**src/rbo_pkg.sv**
```systemverilog
// Shared types and constants for the overwrite-capable ring buffer.
// Holds the operation codes, controller states and the command/status structs.
// No dependencies.
package rbo_pkg;

  localparam int DATA_BITS     = 32;
  localparam int CNT_BITS      = 5;
  localparam int INDEX_BITS    = 16;
  localparam int MODE_BITS     = 2;
  localparam int DIV_CNT_BITS  = $clog2(INDEX_BITS);
  localparam int DEPTH_DEF     = 16;
  localparam int WORD_BITS_DEF = 32;

  typedef enum logic [MODE_BITS-1:0] {
    MODE_PUSH  = 2'd0,
    MODE_PEEK  = 2'd1,
    MODE_POP   = 2'd2,
    MODE_CLEAR = 2'd3
  } mode_t;

  typedef enum logic [2:0] {
    ST_IDLE,
    ST_DIV,
    ST_EXEC,
    ST_PEEK_RD,
    ST_RESP
  } state_t;

  typedef struct packed {
    logic load;
    logic div_step;
    logic exec;
    logic peek_rd;
  } cmd_t;

  typedef struct packed {
    logic go_div;
    logic div_last;
  } status_t;

endpackage

```
**src/rbo_ctrl.sv**
```systemverilog
// Controller state machine for the ring buffer.
// Depends on rbo_pkg; drives rbo_datapath through cmd_t and reads status_t.
module rbo_ctrl (
  input  logic             clk,
  input  logic             rst,
  input  logic             start,
  input  rbo_pkg::status_t status,
  output rbo_pkg::cmd_t    cmd,
  output logic             busy,
  output logic             done
);
  import rbo_pkg::*;

  state_t state;
  state_t state_next;

  always_ff @(posedge clk) begin
    if (rst) begin
      state <= ST_IDLE;
    end else begin
      state <= state_next;
    end
  end

  always_comb begin
    state_next = state;
    case (state)
      ST_IDLE: begin
        if (start) begin
          state_next = status.go_div ? ST_DIV : ST_EXEC;
        end
      end
      ST_DIV: begin
        if (status.div_last) begin
          state_next = ST_PEEK_RD;
        end
      end
      ST_EXEC:    state_next = ST_RESP;
      ST_PEEK_RD: state_next = ST_RESP;
      ST_RESP:    state_next = ST_IDLE;
      default:    state_next = ST_IDLE;
    endcase
  end

  always_comb begin
    cmd  = '0;
    busy = 1'b1;
    done = 1'b0;
    case (state)
      ST_IDLE: begin
        busy     = 1'b0;
        cmd.load = start;
      end
      ST_DIV:     cmd.div_step = 1'b1;
      ST_EXEC:    cmd.exec     = 1'b1;
      ST_PEEK_RD: cmd.peek_rd  = 1'b1;
      ST_RESP:    done         = 1'b1;
      default:    busy         = 1'b1;
    endcase
  end

endmodule

```
**src/rbo_datapath.sv**
```systemverilog
// Datapath of the ring buffer: word storage, pointers, count, capacity register,
// the bit-serial remainder unit for peek, and the result registers. Depends on rbo_pkg.
module rbo_datapath #(
  parameter int DEPTH     = rbo_pkg::DEPTH_DEF,
  parameter int WORD_BITS = rbo_pkg::WORD_BITS_DEF
) (
  input  logic                           clk,
  input  logic                           rst,
  input  rbo_pkg::cmd_t                  cmd,
  output rbo_pkg::status_t               status,
  input  logic                           cfg_we,
  input  logic [rbo_pkg::CNT_BITS-1:0]   cfg_data,
  input  logic [rbo_pkg::MODE_BITS-1:0]  mode,
  input  logic [rbo_pkg::DATA_BITS-1:0]  data_in,
  input  logic                           overwrite,
  input  logic [rbo_pkg::INDEX_BITS-1:0] index,
  output logic                           ok,
  output logic [rbo_pkg::DATA_BITS-1:0]  data_out,
  output logic [rbo_pkg::CNT_BITS-1:0]   used_count,
  output logic [rbo_pkg::CNT_BITS-1:0]   free_count,
  output logic                           is_empty,
  output logic                           is_full
);
  import rbo_pkg::*;

  // The 5-bit capacity register can never select more than 31 entries.
  localparam int CAP_LIMIT  = (1 << CNT_BITS) - 1;
  localparam int CAP_MAX    = (DEPTH < CAP_LIMIT) ? DEPTH : CAP_LIMIT;
  localparam int CAP_RST    = (DEPTH < 16) ? DEPTH : 16;
  localparam int MEM_DEPTH  = CAP_MAX;
  localparam int PTR_BITS   = $clog2(MEM_DEPTH);
  localparam int STORE_BITS = (WORD_BITS < DATA_BITS) ? WORD_BITS : DATA_BITS;
  localparam int SUM_BITS   = CNT_BITS + 1;

  localparam logic [CNT_BITS-1:0] CAP_MAX_V = CNT_BITS'(CAP_MAX);
  localparam logic [CNT_BITS-1:0] CAP_RST_V = CNT_BITS'(CAP_RST);

  logic [STORE_BITS-1:0] mem [MEM_DEPTH];
  logic [STORE_BITS-1:0] rdata;

  logic [PTR_BITS-1:0]   head;
  logic [PTR_BITS-1:0]   tail;
  logic [CNT_BITS-1:0]   count;
  logic [CNT_BITS-1:0]   capacity;

  mode_t                 op;
  logic [DATA_BITS-1:0]  data_q;
  logic                  ovw_q;
  logic [INDEX_BITS-1:0] idx_q;
  logic [CNT_BITS-1:0]   rem;
  logic [DIV_CNT_BITS-1:0] div_cnt;
  logic                  ok_q;
  logic                  rd_sel;

  logic [CNT_BITS-1:0]   head_inc;
  logic [CNT_BITS-1:0]   tail_inc;
  logic [PTR_BITS-1:0]   head_adv;
  logic [PTR_BITS-1:0]   tail_adv;
  logic                  full;
  logic                  push_ok;
  logic                  pop_ok;
  logic [SUM_BITS-1:0]   trial;
  logic                  fits;
  logic [CNT_BITS-1:0]   rem_next;
  logic [SUM_BITS-1:0]   pos_sum;
  logic [SUM_BITS-1:0]   pos_wrap;
  logic [PTR_BITS-1:0]   peek_addr;
  logic [CNT_BITS-1:0]   cap_in;

  assign full     = (count == capacity);
  assign head_inc = CNT_BITS'(head) + CNT_BITS'(1);
  assign tail_inc = CNT_BITS'(tail) + CNT_BITS'(1);
  assign head_adv = (head_inc >= capacity) ? '0 : PTR_BITS'(head_inc);
  assign tail_adv = (tail_inc >= capacity) ? '0 : PTR_BITS'(tail_inc);
  assign push_ok  = cmd.exec && (op == MODE_PUSH) && (!full || ovw_q);
  assign pop_ok   = cmd.exec && (op == MODE_POP) && (count != '0);

  // One restoring step per cycle, index bits taken from the top down.
  assign trial    = {rem, idx_q[INDEX_BITS-1]};
  assign fits     = (trial >= SUM_BITS'(count));
  assign rem_next = fits ? CNT_BITS'(trial - SUM_BITS'(count)) : CNT_BITS'(trial);

  assign pos_sum  = SUM_BITS'(head) + SUM_BITS'(rem);
  assign pos_wrap = (pos_sum >= SUM_BITS'(capacity)) ? pos_sum - SUM_BITS'(capacity)
                                                      : pos_sum;
  assign peek_addr = PTR_BITS'(pos_wrap);

  always_comb begin
    cap_in = cfg_data;
    if (cfg_data == '0) begin
      cap_in = CNT_BITS'(1);
    end else if (cfg_data > CAP_MAX_V) begin
      cap_in = CAP_MAX_V;
    end
  end

  assign status.go_div   = (mode_t'(mode) == MODE_PEEK) && (count != '0);
  assign status.div_last = (div_cnt == DIV_CNT_BITS'(INDEX_BITS - 1));

  always_ff @(posedge clk) begin
    if (push_ok) begin
      mem[tail] <= data_q[STORE_BITS-1:0];
    end
    if (cmd.peek_rd) begin
      rdata <= mem[peek_addr];
    end else if (pop_ok) begin
      rdata <= mem[head];
    end
  end

  always_ff @(posedge clk) begin
    if (rst) begin
      head     <= '0;
      tail     <= '0;
      count    <= '0;
      capacity <= CAP_RST_V;
    end else if (cfg_we) begin
      capacity <= cap_in;
      head     <= '0;
      tail     <= '0;
      count    <= '0;
    end else if (cmd.exec) begin
      case (op)
        MODE_PUSH: begin
          if (!full || ovw_q) begin
            tail <= tail_adv;
            if (full) begin
              head <= head_adv;
            end else begin
              count <= count + CNT_BITS'(1);
            end
          end
        end
        MODE_POP: begin
          if (count != '0) begin
            head  <= head_adv;
            count <= count - CNT_BITS'(1);
          end
        end
        MODE_CLEAR: begin
          head  <= '0;
          tail  <= '0;
          count <= '0;
        end
        default: begin
          head <= head;
        end
      endcase
    end
  end

  always_ff @(posedge clk) begin
    if (cmd.load) begin
      op      <= mode_t'(mode);
      data_q  <= data_in;
      ovw_q   <= overwrite;
      idx_q   <= index;
      rem     <= '0;
      div_cnt <= '0;
    end else if (cmd.div_step) begin
      rem     <= rem_next;
      idx_q   <= {idx_q[INDEX_BITS-2:0], 1'b0};
      div_cnt <= div_cnt + DIV_CNT_BITS'(1);
    end
    if (cmd.peek_rd) begin
      ok_q   <= 1'b1;
      rd_sel <= 1'b1;
    end else if (cmd.exec) begin
      case (op)
        MODE_PUSH: begin
          ok_q   <= !full || ovw_q;
          rd_sel <= 1'b0;
        end
        MODE_POP: begin
          ok_q   <= (count != '0);
          rd_sel <= (count != '0);
        end
        MODE_CLEAR: begin
          ok_q   <= 1'b1;
          rd_sel <= 1'b0;
        end
        default: begin
          // A peek only reaches this state when the buffer is empty.
          ok_q   <= 1'b0;
          rd_sel <= 1'b0;
        end
      endcase
    end
  end

  assign ok         = ok_q;
  assign data_out   = rd_sel ? DATA_BITS'(rdata) : '0;
  assign used_count = count;
  assign free_count = capacity - count;
  assign is_empty   = (count == '0);
  assign is_full    = full;

endmodule

```
**src/ring_buffer_overwrite_indexed_unit.sv**
```systemverilog
// Top level of the overwrite-capable ring buffer with indexed peek.
// Depends on rbo_pkg, rbo_ctrl and rbo_datapath.
//
// An operation is taken when start is high while busy is low. Push, pop, clear
// and a peek on an empty buffer go from the execute state to the response state,
// which raises done. A peek on a non-empty buffer goes through the divide,
// peek-read and response states. The position modulo the count comes from a
// remainder unit that retires one of the sixteen index bits per cycle, followed
// by one registered memory read. done is high for exactly one cycle and the
// receiver cannot stall it; ok and data_out are valid in that cycle and hold
// until a later operation writes them. busy drops in the cycle after done, so a
// new operation is taken only once the last one is done. The storage needs no
// clearing pass after reset. Writing the capacity also empties the buffer; the
// user must write it only while busy is low, as the block does not enforce it.
module ring_buffer_overwrite_indexed_unit #(
  parameter int DEPTH     = rbo_pkg::DEPTH_DEF,
  parameter int WORD_BITS = rbo_pkg::WORD_BITS_DEF
) (
  input  logic                           clk,
  input  logic                           rst,
  input  logic                           start,
  output logic                           busy,
  output logic                           done,
  input  logic                           cfg_we,
  input  logic [rbo_pkg::CNT_BITS-1:0]   cfg_data,
  input  logic [rbo_pkg::MODE_BITS-1:0]  mode,
  input  logic [rbo_pkg::DATA_BITS-1:0]  data_in,
  input  logic                           overwrite,
  input  logic [rbo_pkg::INDEX_BITS-1:0] index,
  output logic                           ok,
  output logic [rbo_pkg::DATA_BITS-1:0]  data_out,
  output logic [rbo_pkg::CNT_BITS-1:0]   used_count,
  output logic [rbo_pkg::CNT_BITS-1:0]   free_count,
  output logic                           is_empty,
  output logic                           is_full
);
  import rbo_pkg::*;

  cmd_t    cmd;
  status_t status;

  rbo_ctrl u_ctrl (
    .clk    (clk),
    .rst    (rst),
    .start  (start),
    .status (status),
    .cmd    (cmd),
    .busy   (busy),
    .done   (done)
  );

  rbo_datapath #(
    .DEPTH     (DEPTH),
    .WORD_BITS (WORD_BITS)
  ) u_datapath (
    .clk        (clk),
    .rst        (rst),
    .cmd        (cmd),
    .status     (status),
    .cfg_we     (cfg_we),
    .cfg_data   (cfg_data),
    .mode       (mode),
    .data_in    (data_in),
    .overwrite  (overwrite),
    .index      (index),
    .ok         (ok),
    .data_out   (data_out),
    .used_count (used_count),
    .free_count (free_count),
    .is_empty   (is_empty),
    .is_full    (is_full)
  );

endmodule
```
**config.mk**
```make
export PLATFORM = sky130hd
export DESIGN_NAME = ring_buffer_overwrite_indexed_unit
export DESIGN_NICKNAME = d
export VERILOG_FILES = /design/src/rbo_pkg.sv /design/src/rbo_ctrl.sv /design/src/rbo_datapath.sv /design/src/ring_buffer_overwrite_indexed_unit.sv
export SDC_FILE = /design/constraint.sdc
export NUM_CORES = 1
export LEC_CHECK = 0
export ABC_CLOCK_PERIOD_IN_PS = 5200
export BUFFER_PORTS_ARGS = -buffer_cell sky130_fd_sc_hd__buf_2
export CAP_MARGIN = 20
export CORE_MARGIN = 8
export CORE_UTILIZATION = 52
export CTS_CLUSTER_DIAMETER = 30
export CTS_CLUSTER_SIZE = 20
export DETAILED_ROUTE_END_ITERATION = 16
export PLACE_DENSITY = 0.69
export SYNTH_ARGS = -nofsm -noshare
export SYNTH_HDL_FRONTEND = slang
export SYNTH_SLANG_ARGS = --single-unit
```
**constraint.sdc**
```tcl
create_clock -name clk -period 5.2 [get_ports clk]
set_clock_uncertainty 0.2 [all_clocks]
set_input_delay 1.04 -clock clk [delete_from_list [all_inputs] [get_ports clk]]
set_output_delay 1.04 -clock clk [all_outputs]
set_load 0.1 [all_outputs]
```
### Word-level counts from Yosys, hierarchy flattened

Memory sizes are Yosys's and may differ from the RTL's. A register that Yosys moved wholly into a read port is not among the register bits.
Index checks and enable logic that the tools add are counted.
W data, S select, Z words.

| operators by class | value |
|---|---|
| reductions and logical operators | 22 |
| muxes and demuxes | 37 |
| magnitude comparators | 5 |
| equal/unequal tests | 15 |
| add/sub/neg operators | 9 |

Operator list:

| cell | number |
|---|---|
| $mux W32 | 3 |
| $mux W4 | 9 |
| $mux W16 | 2 |
| $mux W5 | 6 |
| $pmux W5 S3 | 1 |
| $ge A6 B5 Y1 | 2 |
| $pmux W4 S3 | 1 |
| $add A4 B1 Y5 const B | 2 |
| $ge A5 B5 Y1 | 2 |
| $logic_not A5 Y1 | 2 |
| $ne A2 B2 Y1 const B | 5 |
| $reduce_and A5 Y1 | 2 |
| $sub A5 B5 Y5 | 2 |
| $mux W1 | 9 |
| $pmux W3 S3 | 1 |
| $pmux W4 S2 | 1 |
| $add A4 B5 Y6 | 1 |
| $eq A3 B2 Y1 const B | 2 |
| $mux W3 | 2 |
| $reduce_bool A2 Y1 | 3 |
| $add A5 B1 Y5 const B | 1 |
| $eq A5 B5 Y1 | 1 |
| $gt A5 B5 Y1 const B | 1 |
| $logic_and A1 B1 Y1 | 5 |
| 20 further kinds | 22 |

| storage, ports and cells | value |
|---|---|
| RAM bits | 512 |
| word-level logic and storage cells | 103 |
| memories | 1 |
| output and inout port bits | 47 |
| bits in registers | 115 |

Memories:

| memory | words | width | rd ports | clocked after Yosys merged registers in | write ports | RTL line | text |
|---|---|---|---|---|---|---|---|
| u_datapath.mem | 16 | 32 | 2 | 1 | 1 | rbo_datapath.sv:38 | `logic [STORE_BITS-1:0] mem [MEM_DEPTH];` |

### Depth between registers and ports, before layout

| logic depth | value |
|---|---|
| depth after elaboration | 8 |
| gate-level depth with buffers | 16 |
| depth with buffers taken out | 13 |

### Cells and area by module

A second synthesis with hierarchy kept.

| second synthesis, totals | value |
|---|---|
| cell total of the unflattened synthesis | 2,018 |
| area, all modules | 30,400.4 um^2 |

By module, submodules not included:

| module | instances | cells each | area each (um^2) | sequential area each (um^2) |
|---|---|---|---|---|
| rbo_datapath | 1 | 2,000 | 30,252.8 | 18,527.8 |
| rbo_ctrl | 1 | 18 | 147.6 | 60.1 |

### Least setup slack after synthesis

Ideal clock, no wire load.

| timing path | value |
|---|---|
| path kind | register -> register |
| from | register u_datapath.count[1] (netlist: u_datapath.used_count[1]) |
| to | memory u_datapath.mem[0][0] in the netlist's numbering (enable) |
| buffers on the path | 0 |
| data required time | 4.539 ns |
| stages on the path, launching flop included | 8 |
| library setup time | 0.461 ns |
| slack | -0.540 ns |
| period minus slack after synthesis | 5.740 ns |
| arrival | 5.080 ns |
| cell sequence | dfxtp_1 > inv_1 > ha_1 > nand4_1 > nor2_1 > a2111oi_4 > nand2_1 > nor3_1 |

| between the ends | value |
|---|---|
| cells in the longest elaborated chain, start to end | 6 |

Ends and longest elaborated chain:

| item | RTL line | text |
|---|---|---|
| start: declaration | rbo_datapath.sv:43 | `logic [CNT_BITS-1:0] count;` |
| start signal: assignment | rbo_datapath.sv:130 | `count <= count + CNT_BITS'(1);` |
| start signal: assignment | rbo_datapath.sv:137 | `count <= count - CNT_BITS'(1);` |
| $eq A5 B5 Y1 | rbo_datapath.sv:70 | `assign full = (count == capacity);` |
| via is_full | ring_buffer_overwrite_indexed_unit.sv:35 | `output logic is_full` |
| $logic_not A1 Y1 | rbo_datapath.sv:75 | `assign push_ok = cmd.exec && (op == MODE_PUSH) && (!full \|\| ovw_q);` |
| $logic_or A1 B1 Y1 | rbo_datapath.sv:75 |  |
| $logic_and A1 B1 Y1 | rbo_datapath.sv:75 |  |
| $mux W1 | rbo_datapath.sv:101 | `if (push_ok) begin` |
| $mux W1 (not written as such) | rbo_datapath.sv:102 | `mem[tail] <= data_q[STORE_BITS-1:0];` |
| end: declaration | rbo_datapath.sv:38 |  |

The timed path passes the listed nets, and every way through them passes these cells.

### Worst setup path in the final report

| timing path | value |
|---|---|
| from | register u_datapath.head[0] |
| to | register u_datapath.rdata[23], data pin |

| between the ends | value |
|---|---|
| cells in the longest elaborated chain, start to end | 5 |
| elaborated cells between the ends (all ways) | 6 |
| those cells by class | add/sub: 2; order compare: 1; mux: 2; memory: 1 |

Ends and longest elaborated chain:

| item | RTL line | text |
|---|---|---|
| start: declaration | rbo_datapath.sv:41 | `logic [PTR_BITS-1:0] head;` |
| start signal: assignment | rbo_datapath.sv:128 | `head <= head_adv;` |
| start signal: assignment | rbo_datapath.sv:136 | `head <= head_adv;` |
| $add A4 B5 Y6 (*) | rbo_datapath.sv:83 | `assign pos_sum = SUM_BITS'(head) + SUM_BITS'(rem);` |
| $ge A6 B5 Y1 or $sub A4 B4 Y4 (tied branches) | rbo_datapath.sv:84 | `assign pos_wrap = (pos_sum >= SUM_BITS'(capacity)) ? pos_sum - SUM_BITS'(capacity)` |
| $mux W4 (*) | rbo_datapath.sv:84 |  |
| $mem_v2 Z16 W32 (*) | - |  |
| $mux W32 (*) | rbo_datapath.sv:104 | `if (cmd.peek_rd) begin` |
| end signal: assignment | rbo_datapath.sv:105 | `rdata <= mem[peek_addr];` |
| end signal: assignment | rbo_datapath.sv:107 | `rdata <= mem[head];` |
| end: declaration | rbo_datapath.sv:39 | `logic [STORE_BITS-1:0] rdata;` |

Mark *: on every way between the ends. The rest lies on a longest branch, timed or not.
A chain may end at the register's enable or synchronous reset.

==> results_dict.tcl <==
set metrics [dict create \
    synthDistinctLibCells 64 \
    place_congestion 0.855 \
    post-route-period-util_pct 90.7 \
    fmax_mhz 212 \
    avgSynthCellArea_um2 15.1 \
    synth_edf_count 595 \
    layout.nets 2256 \
    crit_start "u_datapath.head[0]$_SDFFE_PP0P_" \
    cts_tree "yes" \
    track_usage_pct 25.5 \
    cts_sinks 631 \
    power_uw 15100 \
    finalWirelength_um 85000 \
    drive_gt1_share_pct 29.3 \
    wire_per_inst_um 28.0 \
    dr_wl_met3_um 8630 \
    max_stage_delay_ns 1.23 \
    firstDrtPassIters 8 \
    path_cells "ha_1, fa_1, xor2_1, ha_1, nand3_1, o22ai_2, or4_2, buf_4, a32oi_1, a32oi_1, a41oi_2, o31ai_2" \
    cts_hold_buf 0 \
    antenna_found_initial 0 \
    placed_area_um2 31800 \
    antennaDiodeCount 0 \
    min_path_type "flip-flop to flip-flop" \
    root_buffer "clkbuf_16" \
    overflow 0 \
    synth_seq_cells 631 \
    chipHeight_um 257 \
    powerDensity_nw_per_um2 412 \
    ant_nets 0 \
    ys_warn_count 0 \
    routed.top_layer "met4" \
    yosysSeqAreaShare_pct 61.4 \
    first_global_vias 21202 \
    arrival_ns 4.92 \
    clk_latency_ns 0.70 \
    cts.repair.resized 0 \
    hold_start "u_datapath.ok$_SDFFE_PP1P_" \
    async_flop_share_pct 0 \
    status "completed" \
    wl_met1_um 32600 \
    max-clock-path-buffers 3 \
    post_cts_buffers 0 \
    critPathMaxFanout 29 \
    min_period_ns 4.72 \
    end_kind "flip-flop" \
    ys.flop_type "edfxtp_1" \
    synthCells 2010 \
    placedCellCount 2781 \
    dr_wl_met2_um 40500 \
    numCtsBuffers 135 \
    maxSlewHeadroom_pct 28.0 \
    syn_nets 2113 \
    drt_iter0_markers 2442 \
    grt_pass1_wl_um 127000 \
    die-area_um2 66200 \
    dpl.hpwl_um 46100 \
    grt_max_degree 129 \
    final_area_um2 36600 \
    tightest_slew_ns 1.08 \
    slew_violations 0 \
    clk_pin_slew_ns 0.05 \
    port_buffers 106 \
    coreArea_um2 57700 \
    h-tree-depth 4 \
    boundaryPins 107 \
    slowest_stage "or4_2" \
    dr_total_vias 20268 \
    rsz0062_at_grt "no" \
    irDropWorstVdd_v 0.000273 \
    drv_cap 0 \
    start_kind "flip-flop" \
    final_cells 3032 \
    tns_ns 0 \
    fp-row-count 88 \
    syn2layout_area_growth_pct 20.7 \
    die_x_um 257 \
    viasPerCell 6.68 \
    crit_type "flip-flop to flip-flop" \
    p_leak_uw 0.0120 \
    drc_errors 0 \
    r2r-start "u_datapath.head[0]$_SDFFE_PP0P_" \
    initial_utilization_pct 52.5 \
    syn_area_um2 30300 \
    crit_required_ns 5.40 \
    final_hold_viol_count 0 \
    setup_viol 0 \
]
-- metal layers --
metal / vias to the layer above / GRT usage (%)
met1: 10195 / 32.7
met2: 1322 / 40.6
met3: 258 / 6.10
li1: 8493 / -
met5: - / 0
met4: 0 / 12.2
-- metrics by stage --
step	utilization [%]	worst slack, ns	hold WS [ns]
2_1_floorplan	-	0.313	0.253
3_3_place_gp	55.2	0.605	0.273
3_5_place_dp	55.2	0.564	0.294
4_1_cts	63.4	0.565	0.276
5_1_grt	63.4	0.348	0.285
6_report	63.4	0.482	0.305
-- state kept, by name, summed over array words and instances, names as in the netlist, 2 cells and up, named ones only --
signal,cells
u_datapath.rdata,32
u_datapath.tail,4
u_datapath.rem,5
u_datapath.op,2
u_datapath.capacity,5
u_datapath.idx_q,16
u_datapath.div_cnt,4
u_datapath.mem,512
u_datapath.head,4
u_datapath.data_q,32
u_ctrl.state,3
u_datapath.used_count,5
-- cells in the mapped netlist (8+ instances only) --
cell | number | area [um2]
o21ai_0 | 132 | 661
a41oi_1 | 8 | 70.1
a21oi_1 | 22 | 110
nand2_1 | 154 | 578
a32oi_1 | 64 | 561
nand2b_1 | 13 | 81.3
mux4_2 | 160 | 3600
nand3_1 | 169 | 846
nor3_1 | 9 | 45.0
edfxtp_1 | 595 | 17900
nor2_1 | 47 | 176
a32o_1 | 64 | 641
clkbuf_1 | 106 | 398
and2_1 | 34 | 213
xnor2_1 | 10 | 87.6
mux2i_1 | 70 | 701
a41oi_2 | 25 | 407
xor2_1 | 9 | 78.8
inv_1 | 28 | 105
a21o_1 | 14 | 105
mux2_2 | 16 | 180
o31ai_2 | 29 | 363
ha_1 | 38 | 475
nor2b_1 | 37 | 231
dfxtp_1 | 36 | 721
buf_2 | 34 | 170
-- critical path, delay by kind of cell, from the launching register on --
| kind | cells | cell delay (ns) |
|---|---|---|
| AO/OA/AOI/OAI | 5 | 0.75 |
| XOR/XNOR | 1 | 0.39 |
| adder cells (fa/ha/maj) | 3 | 0.98 |
| buffers and inverters | 1 | 0.37 |
| flip-flops | 1 | 0.37 |
| AND/OR/NAND/NOR | 2 | 1.36 |
-- where the power goes --
part	leakage, uW	internal [uW]	switching, uW
combinational	0.00403	191	411
sequential	0.00567	5640	85.8
clock	0.00226	5940	2800
-- cells in the final DEF, fill, tap and decap left out, types with 38 or more instances in the layout --
cell / count
mux2i_1: 70
edfxtp_1: 595
a32o_1: 64
buf_2: 106
nand3_1: 168
buf_4: 48
ha_1: 38
o21ai_0: 132
nand2_1: 151
a32oi_1: 64
mux4_2: 160
clkbuf_16: 142
-- area by class of cell --
cell class	instances	area (um2)
clock buffers	158	3620
well taps	765	957
flip-flops and latches	631	18600
repair buffers	168	1170
clock inverters	93	1080
fillers	4122	21100
inverters	28	105
multi-input cells	1189	11000
-- cells by family (layout without fill, tap and decap cells) --
group | after synthesis | in the layout | share of synthesized area (%)
XOR/XNOR | 19 | 19 | 0.549
AND/OR/NAND/NOR | 483 | 483 | 7.66
adder cells (fa/ha/maj) | 43 | 43 | 1.90
buffers and inverters | 190 | 447 | 2.97
AO/OA/AOI/OAI | 396 | 396 | 10.7
flip-flops | 631 | 631 | 61.4
multiplexers | 248 | 248 | 14.9
-- worst paths after layout --
kind                                    end  slack, ns  depth (start not counted)
max reg2reg  u_datapath.rdata[23]$_DFFE_PP_       0.48                         12
max          u_datapath.rdata[23]$_DFFE_PP_       0.48                         12
min reg2reg      u_datapath.ok$_SDFFE_PP1P_       0.30                          2
min              u_datapath.ok$_SDFFE_PP1P_       0.30                          2
Power figures use the tool's default switching activity.
